## src/hw/rtl/stable_merge_sort_macros.svh

```systemverilog
// Assertion macros used by the merge sort RTL.
`ifndef STABLE_MERGE_SORT_MACROS_SVH
`define STABLE_MERGE_SORT_MACROS_SVH

// Same-cycle implication, checked on clk_i, masked while in reset.
`define SMS_ASSERT_IMP(label, ante, cons) \
  label: assert property (@(posedge clk_i) disable iff (!rst_ni) (ante) |-> (cons)) \
    else $error("merge sort: same-cycle check failed");

// Next-cycle implication, checked on clk_i, masked while in reset.
`define SMS_ASSERT_NXT(label, ante, cons) \
  label: assert property (@(posedge clk_i) disable iff (!rst_ni) (ante) |=> (cons)) \
    else $error("merge sort: next-cycle check failed");

`endif

```

## src/hw/rtl/sms_pkg.sv

```systemverilog
// Types and constants of the stable merge sort block.
package sms_pkg;

  localparam int unsigned MAX_ITEMS = 64;
  localparam int unsigned DATA_W    = 32;
  localparam int unsigned CNT_W     = $clog2(MAX_ITEMS + 1);
  localparam int unsigned ADDR_W    = $clog2(MAX_ITEMS);
  localparam int unsigned SUM_W     = CNT_W + 1;

  typedef struct packed {
    logic signed [DATA_W-1:0] value;
    logic                     last;
  } in_item_t;

  typedef struct packed {
    logic signed [DATA_W-1:0] sorted_value;
    logic                     final_res;
    logic                     truncated;
  } out_item_t;

  typedef enum logic [2:0] {
    S_LOAD,
    S_RUN,
    S_RDA,
    S_RDB,
    S_MRG,
    S_FILL,
    S_OREAD,
    S_OEMIT
  } state_e;

endpackage

```

## src/hw/rtl/sms_ram.sv

```systemverilog
// Generic single-write, single-read RAM with registered read data.
module sms_ram #(
  parameter int unsigned WIDTH = 32,
  parameter int unsigned DEPTH = 64
) (
  input  logic                     clk_i,
  input  logic                     we_i,
  input  logic [$clog2(DEPTH)-1:0] waddr_i,
  input  logic [WIDTH-1:0]         wdata_i,
  input  logic [$clog2(DEPTH)-1:0] raddr_i,
  output logic [WIDTH-1:0]         rdata_o
);

  logic [WIDTH-1:0] mem_q [DEPTH];

  always_ff @(posedge clk_i) begin
    if (we_i) begin
      mem_q[waddr_i] <= wdata_i;
    end
    rdata_o <= mem_q[raddr_i];
  end

endmodule

```

## src/hw/rtl/stable_merge_sort.sv

```systemverilog
// Stable merge sort: loads a set, sorts it bottom-up between two RAMs, streams it out.
// Loading accepts one item per cycle; busy_o stays low until the item marked last.
// Sorting: ceil(log2 N) passes; per run pair S_RUN, S_RDA and S_RDB, per element S_MRG
//   and S_FILL, limited by the single read port of the source RAM.
// Output: each result is read, then strobed for one cycle; the receiver cannot stall.
// Reset (rst_ni low, asynchronous) empties the open set; RAM contents are not cleared.
module stable_merge_sort (
  input  logic              clk_i,
  input  logic              rst_ni,
  input  logic              start_i,
  output logic              busy_o,
  input  sms_pkg::in_item_t item_i,
  output logic              res_strobe_o,
  output sms_pkg::out_item_t res_o
);
  import sms_pkg::*;

  `include "stable_merge_sort_macros.svh"

  state_e state_q, state_d;

  // Set bookkeeping.
  logic [CNT_W-1:0] count_q, count_d;
  logic             ovf_q, ovf_d;
  logic [CNT_W-1:0] n_q, n_d;

  // Merge pass registers: run width, pair base, run heads, bounds, write index.
  logic [CNT_W-1:0] width_q, width_d;
  logic [CNT_W-1:0] lo_q, lo_d;
  logic [CNT_W-1:0] a_q, a_d;
  logic [CNT_W-1:0] b_q, b_d;
  logic [CNT_W-1:0] mid_q, mid_d;
  logic [CNT_W-1:0] hi_q, hi_d;
  logic [CNT_W-1:0] k_q, k_d;
  logic [DATA_W-1:0] ha_q, ha_d;
  logic [DATA_W-1:0] hb_q, hb_d;
  logic             side_q, side_d;   // 1: head A is being refilled
  logic             dir_q, dir_d;     // 0: source is the element store

  out_item_t res_q, res_d;
  logic      res_vld_q, res_vld_d;

  // RAM ports.
  logic              we0, we1;
  logic [ADDR_W-1:0] waddr, raddr;
  logic [DATA_W-1:0] wdata;
  logic [DATA_W-1:0] rdata0, rdata1, rdata_src;

  // Helpers.
  logic             accept, full;
  logic [CNT_W-1:0] count_inc;
  logic [SUM_W-1:0] lo_w, lo_2w, width_2;
  logic [CNT_W-1:0] mid_c, hi_c;
  logic             a_live, b_live, take_a, run_done, pass_done, sort_done;
  logic [CNT_W-1:0] a_inc, b_inc, k_inc;

  assign accept    = start_i && (state_q == S_LOAD);
  assign full      = (count_q == CNT_W'(MAX_ITEMS));
  assign count_inc = full ? count_q : count_q + CNT_W'(1);

  assign lo_w    = {1'b0, lo_q} + {1'b0, width_q};
  assign width_2 = {1'b0, width_q} << 1;
  assign lo_2w   = {1'b0, lo_q} + width_2;
  assign mid_c   = (lo_w  > {1'b0, n_q}) ? n_q : lo_w[CNT_W-1:0];
  assign hi_c    = (lo_2w > {1'b0, n_q}) ? n_q : lo_2w[CNT_W-1:0];

  assign a_live   = (a_q < mid_q);
  assign b_live   = (b_q < hi_q);
  // Left run wins on equal values: this keeps the sort stable.
  assign take_a   = a_live && (!b_live || ($signed(ha_q) <= $signed(hb_q)));
  assign run_done = !a_live && !b_live;
  // The next pair base is lo + 2w; every pair of this pass is done once it reaches n.
  assign pass_done = (lo_2w >= {1'b0, n_q});
  assign sort_done = (width_2 >= {1'b0, n_q});

  assign a_inc = a_q + CNT_W'(1);
  assign b_inc = b_q + CNT_W'(1);
  assign k_inc = k_q + CNT_W'(1);

  assign rdata_src = dir_q ? rdata1 : rdata0;

  // Next state.
  always_comb begin
    state_d = state_q;
    unique case (state_q)
      S_LOAD: begin
        if (accept && item_i.last) begin
          state_d = (count_inc <= CNT_W'(1)) ? S_OREAD : S_RUN;
        end
      end
      S_RUN:  state_d = S_RDA;
      S_RDA:  state_d = S_RDB;
      S_RDB:  state_d = S_MRG;
      S_MRG: begin
        if (!run_done) begin
          state_d = S_FILL;
        end else if (pass_done && sort_done) begin
          state_d = S_OREAD;
        end else begin
          state_d = S_RUN;
        end
      end
      S_FILL:  state_d = S_MRG;
      S_OREAD: state_d = S_OEMIT;
      S_OEMIT: state_d = (k_inc == n_q) ? S_LOAD : S_OREAD;
      default: state_d = S_LOAD;
    endcase
  end

  // Datapath and RAM control.
  always_comb begin
    count_d   = count_q;
    ovf_d     = ovf_q;
    n_d       = n_q;
    width_d   = width_q;
    lo_d      = lo_q;
    a_d       = a_q;
    b_d       = b_q;
    mid_d     = mid_q;
    hi_d      = hi_q;
    k_d       = k_q;
    ha_d      = ha_q;
    hb_d      = hb_q;
    side_d    = side_q;
    dir_d     = dir_q;
    res_d     = res_q;
    res_vld_d = 1'b0;
    we0       = 1'b0;
    we1       = 1'b0;
    waddr     = k_q[ADDR_W-1:0];
    wdata     = take_a ? ha_q : hb_q;
    raddr     = '0;

    unique case (state_q)
      S_LOAD: begin
        waddr = count_q[ADDR_W-1:0];
        wdata = item_i.value;
        if (accept) begin
          we0     = !full;
          count_d = count_inc;
          ovf_d   = ovf_q | full;
          if (item_i.last) begin
            n_d     = count_inc;
            width_d = CNT_W'(1);
            lo_d    = '0;
            k_d     = '0;
            dir_d   = 1'b0;
          end
        end
      end
      S_RUN: begin
        raddr = lo_q[ADDR_W-1:0];
        mid_d = mid_c;
        hi_d  = hi_c;
        a_d   = lo_q;
        b_d   = mid_c;
        k_d   = lo_q;
      end
      S_RDA: begin
        ha_d  = rdata_src;
        raddr = mid_q[ADDR_W-1:0];  // points past the set when the right run is empty; never used then
      end
      S_RDB: begin
        hb_d = rdata_src;
      end
      S_MRG: begin
        if (!run_done) begin
          we0    = dir_q;
          we1    = !dir_q;
          k_d    = k_inc;
          side_d = take_a;
          if (take_a) begin
            a_d   = a_inc;
            raddr = a_inc[ADDR_W-1:0];
          end else begin
            b_d   = b_inc;
            raddr = b_inc[ADDR_W-1:0];
          end
        end else if (pass_done) begin
          dir_d   = !dir_q;
          lo_d    = '0;
          width_d = width_2[CNT_W-1:0];
          k_d     = '0;
        end else begin
          lo_d = lo_2w[CNT_W-1:0];
        end
      end
      S_FILL: begin
        if (side_q) begin
          ha_d = rdata_src;
        end else begin
          hb_d = rdata_src;
        end
      end
      S_OREAD: begin
        raddr = k_q[ADDR_W-1:0];
      end
      S_OEMIT: begin
        res_vld_d          = 1'b1;
        res_d.sorted_value = rdata_src;
        res_d.final_res    = (k_inc == n_q);
        res_d.truncated    = ovf_q;
        k_d                = k_inc;
        if (k_inc == n_q) begin
          count_d = '0;
          ovf_d   = 1'b0;
        end
      end
      default: ;
    endcase
  end

  always_ff @(posedge clk_i or negedge rst_ni) begin
    if (!rst_ni) begin
      state_q   <= S_LOAD;
      count_q   <= '0;
      ovf_q     <= 1'b0;
      res_vld_q <= 1'b0;
      dir_q     <= 1'b0;
    end else begin
      state_q   <= state_d;
      count_q   <= count_d;
      ovf_q     <= ovf_d;
      res_vld_q <= res_vld_d;
      dir_q     <= dir_d;
    end
  end

  always_ff @(posedge clk_i) begin
    n_q     <= n_d;
    width_q <= width_d;
    lo_q    <= lo_d;
    a_q     <= a_d;
    b_q     <= b_d;
    mid_q   <= mid_d;
    hi_q    <= hi_d;
    k_q     <= k_d;
    ha_q    <= ha_d;
    hb_q    <= hb_d;
    side_q  <= side_d;
    res_q   <= res_d;
  end

  // Element store: loaded on arrival, then source of even passes.
  sms_ram #(.WIDTH(DATA_W), .DEPTH(MAX_ITEMS)) u_store (
    .clk_i   (clk_i),
    .we_i    (we0),
    .waddr_i (waddr),
    .wdata_i (wdata),
    .raddr_i (raddr),
    .rdata_o (rdata0)
  );

  // Merge buffer: destination of even passes, source of odd ones.
  sms_ram #(.WIDTH(DATA_W), .DEPTH(MAX_ITEMS)) u_buffer (
    .clk_i   (clk_i),
    .we_i    (we1),
    .waddr_i (waddr),
    .wdata_i (wdata),
    .raddr_i (raddr),
    .rdata_o (rdata1)
  );

  assign busy_o       = (state_q != S_LOAD);
  assign res_strobe_o = res_vld_q;
  assign res_o        = res_q;

  // A merge write never lands past the end of its run pair.
  `SMS_ASSERT_IMP(a_merge_bound, (state_q == S_MRG) && !run_done, k_q < hi_q)
  // Run heads never pass their bounds.
  `SMS_ASSERT_IMP(a_head_bound, state_q == S_MRG, (a_q <= mid_q) && (b_q <= hi_q))
  // The final result leaves an empty set behind.
  `SMS_ASSERT_IMP(a_final_clear, res_vld_q && res_q.final_res, count_q == '0 && !ovf_q)
  // Closing a set makes the block busy.
  `SMS_ASSERT_NXT(a_last_busy, accept && item_i.last, busy_o)

endmodule
```

## config.mk

```make
export PLATFORM = sky130hd
export DESIGN_NAME = stable_merge_sort
export DESIGN_NICKNAME = d
export VERILOG_FILES = /design/src/hw/rtl/sms_pkg.sv /design/src/hw/rtl/sms_ram.sv /design/src/hw/rtl/stable_merge_sort.sv
export VERILOG_INCLUDE_DIRS = /design/src /design/src/hw/rtl
export SDC_FILE = /design/constraint.sdc
export NUM_CORES = 2
export LEC_CHECK = 0
export ABC_CLOCK_PERIOD_IN_PS = 6000
export BUFFER_PORTS_ARGS = -buffer_cell sky130_fd_sc_hd__buf_2
export CAP_MARGIN = 0
export CORE_UTILIZATION = 57
export CTS_CLUSTER_DIAMETER = 150
export DETAILED_ROUTE_END_ITERATION = 10
export PLACE_DENSITY_LB_ADDON = 0.05
export SKIP_LAST_GASP = 1
export SLEW_MARGIN = 20
export SYNTH_ARGS = -nofsm -noshare
export SYNTH_HDL_FRONTEND = slang
export SYNTH_HIERARCHICAL = 1
export SYNTH_SLANG_ARGS = --single-unit
```

## constraint.sdc

```tcl
create_clock -name clk_i -period 6 [get_ports clk_i]
set_input_delay 0.3 -clock clk_i [delete_from_list [all_inputs] [get_ports clk_i]]
set_output_delay 0.3 -clock clk_i [all_outputs]
set_load 0.01 [all_outputs]
```

==> impl_results.html <==
<table>
<tr><th>Metric</th><th>Value</th></tr>
<tr><th colspan="2">Clock tree</th></tr>
<tr><td>Clk pin slew, worst setup/hold paths</td><td>60 ps</td></tr>
<tr><td>CTS Root Buffer Type</td><td>sky130_fd_sc_hd__clkbuf_16</td></tr>
<tr><td>CTS H-Tree Depth</td><td>5</td></tr>
<tr><td>Buffer levels on the longest clock path</td><td>4</td></tr>
<tr><td>Clock network latency to the later pin of the worst-skew pair</td><td>980 ps</td></tr>
<tr><td>TritonCTS Buffers</td><td>428</td></tr>
<tr><td>CTS tree</td><td>done</td></tr>
<tr><td>Total setup buffers inserted after CTS</td><td>0</td></tr>
<tr><td>Count of clock tree sinks</td><td>approximately 4300</td></tr>
<tr><th colspan="2">Drt</th></tr>
<tr><td>Wire length after detailed routing</td><td>447200 µm</td></tr>
<tr><td>Final antenna-violating net count</td><td>0</td></tr>
<tr><td>Total iterations of the first detailed-routing run</td><td>5</td></tr>
<tr><td>Number of DRC violations after detailed-routing iteration 0</td><td>11300</td></tr>
<tr><td>Vias per cell</td><td>6.690</td></tr>
<tr><td>Drt drc</td><td>0</td></tr>
<tr><td>Average routed wire per standard cell</td><td>36.19 µm</td></tr>
<tr><td>Via count</td><td>about 83000</td></tr>
<tr><th colspan="2">Global route</th></tr>
<tr><td>GRT Resource Usage Total</td><td>~30%</td></tr>
<tr><td>Maximum number of pins on one net before global-route repair</td><td>129</td></tr>
<tr><td>First-pass GRT wire length</td><td>624800 µm</td></tr>
<tr><td>Total congestion overflow after global routing</td><td>0</td></tr>
<tr><td>Antenna violations before repair</td><td>32</td></tr>
<tr><td>Number of global-route vias before repair</td><td>81460</td></tr>
<tr><th colspan="2">Timing</th></tr>
<tr><td>Final Critical Period</td><td>around 5900 ps</td></tr>
<tr><td>Max-slew headroom</td><td>14.01%</td></tr>
<tr><td>Final setup skew</td><td>64.56 ps</td></tr>
<tr><td>Max-slew violation count</td><td>0</td></tr>
<tr><td>Period Utilization, post-route</td><td>98.53%</td></tr>
<tr><td>Setup repair after global routing missed its margin</td><td>yes</td></tr>
<tr><td>Hold slack final</td><td>~110 ps</td></tr>
<tr><td>Slew at the pin closest to its max-slew limit</td><td>~1300 ps</td></tr>
<tr><td>Final setup vio count</td><td>0</td></tr>
<tr><td>Fmax achieved</td><td>169.2 MHz</td></tr>
<tr><td>Final Hold Violating Endpoints</td><td>0</td></tr>
<tr><th colspan="2">Worst setup path</th></tr>
<tr><td>Maximum fanout along the worst path</td><td>17</td></tr>
<tr><td>Setup crit start kind</td><td>flop</td></tr>
<tr><td>Number of buffer and inverter instances along the worst setup path</td><td>3</td></tr>
<tr><td>Worst Path Arrival</td><td>6700 ps</td></tr>
<tr><td>Cell-by-cell listing of the critical path</td><td>ha_1, nand4_2, nor3_1, a211oi_1, nor3b_1, o2111ai_1, o211ai_4, mux2i_1, a221o_4, buf_12, buf_4, buf_4, mux4_2, o22ai_1, nor2_1, a21oi_1, nor2_1</td></tr>
<tr><td>Delay-heaviest family, CP</td><td>compound AO/OA/AOI/OAI gates</td></tr>
<tr><td>Required time worst endpoint</td><td>6780 ps</td></tr>
<tr><td>Classification of the worst setup path</td><td>flop to flop</td></tr>
<tr><td>Biggest cell delay along the critical path</td><td>840 ps</td></tr>
<tr><td>Max stage delay cell, worst path</td><td>sky130_fd_sc_hd__a21oi_1</td></tr>
<tr><td>Type of destination of the critical path</td><td>flop</td></tr>
<tr><th colspan="2">Floorplanning</th></tr>
<tr><td>Initial Utilization</td><td>between 50% and 60%</td></tr>
<tr><td>Die outline width</td><td>543.1 µm</td></tr>
<tr><td>Row count</td><td>198</td></tr>
<tr><td>I/O Pins</td><td>a little over 70</td></tr>
<tr><td>Vert. Die Dim</td><td>543.1 µm</td></tr>
<tr><td>Floorplan die area</td><td>294900 µm²</td></tr>
<tr><td>Core footprint</td><td>291100 µm²</td></tr>
<tr><th colspan="2">Cells and area</th></tr>
<tr><td>Post-Layout Cell Count</td><td>12360</td></tr>
<tr><td>Final non-filler cell area</td><td>190200 µm²</td></tr>
<tr><td>Post-synthesis to final-layout area growth</td><td>13.97%</td></tr>
<tr><td>Fin nets</td><td>8206</td></tr>
<tr><td>Total of fill cells in the finished design</td><td>19040</td></tr>
<tr><td>Share of final-layout standard cells stronger than drive strength 1</td><td>between 20% and 30%</td></tr>
<tr><th colspan="2">Power</th></tr>
<tr><td>Final Total Pwr</td><td>roughly 110 mW</td></tr>
<tr><td>Peak ir drop on the vdd network</td><td>0.7023 mV</td></tr>
<tr><td>P per Cell Area</td><td>559.7 nW/µm²</td></tr>
<tr><td>Pleak</td><td>59.23 nW</td></tr>
<tr><th colspan="2">Placed design</th></tr>
<tr><td>Port Buffer Count</td><td>71</td></tr>
<tr><td>Placed cell area</td><td>176200 µm²</td></tr>
<tr><td>Number of cells after detailed placement</td><td>11540</td></tr>
<tr><td>Post-detail-place hpwl</td><td>around 260000 µm</td></tr>
<tr><td>Final weighted congestion in routability-driven placement</td><td>approximately 0.87</td></tr>
<tr><th colspan="2">Logic synthesis</th></tr>
<tr><td>Biggest area contributors in the synthesized netlist</td><td>sky130_fd_sc_hd__edfxtp_1, sky130_fd_sc_hd__mux4_2, sky130_fd_sc_hd__mux2i_1</td></tr>
<tr><td>Cell type contributing the most total cell area after synthesis</td><td>sky130_fd_sc_hd__edfxtp_1</td></tr>
<tr><td>Number of synthesized flops with an enable pin</td><td>4251</td></tr>
<tr><td>Dominant synthesized flop cell</td><td>sky130_fd_sc_hd__edfxtp_1</td></tr>
<tr><td>Number of nets produced by synthesis</td><td>between 7000 and 8000</td></tr>
<tr><td>Gate count after technology mapping</td><td>7519</td></tr>
<tr><td>Yosys synthesis warning count</td><td>6</td></tr>
<tr><td>Syn Std Cell Area</td><td>166900 µm²</td></tr>
<tr><td>List of most frequent post-synthesis cells</td><td>sky130_fd_sc_hd__edfxtp_1, sky130_fd_sc_hd__mux4_2, sky130_fd_sc_hd__nor2_1, sky130_fd_sc_hd__mux2i_1, sky130_fd_sc_hd__o22ai_1</td></tr>
<tr><td>Number of distinct library cell variants in the gate-level netlist after synthesis</td><td>71</td></tr>
<tr><td>Avg Inst Size Synth</td><td>22.20 µm²</td></tr>
<tr><td>Flops &amp; latches, synth</td><td>~4300</td></tr>
<tr><td>Share of flip-flops with an asynchronous set or reset after synthesis</td><td>0.3004%</td></tr>
<tr><td>Sequential cell area fraction in the yosys report</td><td>77.45%</td></tr>
<tr><td>Most frequent cell after synthesis</td><td>sky130_fd_sc_hd__edfxtp_1</td></tr>
<tr><td>Fraction of post-synthesis cell area in the top cell type by area</td><td>about three quarters</td></tr>
<tr><th colspan="2">Outcome</th></tr>
<tr><td>Outcome</td><td>finished clean</td></tr>
<tr><th colspan="2">Job</th></tr>
<tr><td>Max capacitance violation total</td><td>0</td></tr>
<tr><th colspan="2">Min path</th></tr>
<tr><td>Worst min path class</td><td>input pin to flop</td></tr>
</table>
## placed cells by master (no fill, tap or decap), types with 99 or more instances in the layout
master / count
sky130_fd_sc_hd__nor2_4: 125
sky130_fd_sc_hd__edfxtp_1: 4251
sky130_fd_sc_hd__o22ai_1: 162
sky130_fd_sc_hd__clkbuf_16: 439
sky130_fd_sc_hd__mux2i_1: 221
sky130_fd_sc_hd__nor2_1: 183
sky130_fd_sc_hd__clkbuf_1: 99
sky130_fd_sc_hd__mux4_2: 1088
sky130_fd_sc_hd__buf_4: 351
sky130_fd_sc_hd__a21oi_1: 156
sky130_fd_sc_hd__nand2_1: 144
## what timing repair did
| item | CTS | global route |
|---|---|---|
| resized for setup | 3 | 19 |
| gates cloned | 0 | 1 |
| hold buffers | 10 | 0 |
| endpoints found under the hold margin | 77 | 0 |
| endpoints found under the setup margin | 3 | 21 |
## area by class of cell
class                           count  area, µm²  share of cell area [%]
Multi-Input combinational cell   2719      36980                   19.44
Inverter                           79      296.5                  0.1559
Clock buffer                      561      11660                   6.132
Tap cell                         3900       4880                   2.566
Clock inverter                    225       2024                   1.064
Sequential cell                  4328     129300                   67.96
Antenna cell                       15      37.54                 0.01974
Timing Repair Buffer              530       5055                   2.658
## metal layers
metal	GRT usage, %	vias up	wire (µm)
met1	46.82	44820	182100
met3	5.764	569	46230
li1	-	32910	-
met2	46.00	4372	207100
met4	7.692	2	11830
met5	0	-	9
## flip-flops by register name, indices dropped and copies added (netlist names), 3 cells and up
signal / flops
u_buffer/rdata_o: 32
u_store/rdata_o: 32
a_q: 7
hb_q: 32
hi_q: 7
width_q: 7
k_q: 7
state_q: 3
n_q: 7
mid_q: 7
lo_q: 7
u_store/mem_q: 2048
ha_q: 32
res_o: 34
b_q: 7
u_buffer/mem_q: 2048
count_q: 7
## where the power goes
part / total, mW / internal [mW] / switching [mW]
registers: 39.3 / 38.4 / 0.840
clock network: 26.2 / 15.1 / 11.2
logic: 40.9 / 15.5 / 25.4
total: 106 / 69.0 / 37.4
## path summary, 6_finish.rpt
path	from	endpoint	slack, ps	cells after the start
max	ha_q[31]	u_store/rdata_o[9]	90	17
min	item_i[13]	u_buffer/mem_q[60][12]	110	4
max reg2reg	ha_q[31]	u_store/rdata_o[9]	90	17
min reg2reg	ovf_q	res_o[0]	530	0
max in group asynchronous	rst_ni	res_strobe_o	4970	3
min in group asynchronous	rst_ni	count_q[4]	500	3
## metrics by stage
stage	setup WS [ps]	utilization (%)	setup TNS, ps
after floorplan	-52.65	-	-53870
after global placement	-275.7	60.53	-577.0
after detailed placement	-144.9	60.54	-182.1
after CTS	22.59	65.28	0
after global routing	-45.24	65.33	-45.24
final	88.26	65.34	0
## tightest hold or removal path, delay by kind of cell
family	cells	cell delay, ps
AO/OA/AOI/OAI	1	80
AND/OR/NAND/NOR	1	100
buffers and inverters	2	340
## kinds of logic (layout without fill, tap and decap cells)
logic type	after synthesis	after routing	share of synthesized area, %
and+or+nand+nor	658	658	1.799
adders and majority gates	84	84	0.6388
DFF	4328	4328	77.45
buffers and inverters	472	1395	1.321
other	0	15	0
muxes	1361	1361	16.36
AOI/OAI and AO/OA	578	578	2.229
xor gates and xnor gates	38	38	0.1994
(Power assumes the default switching activity.)
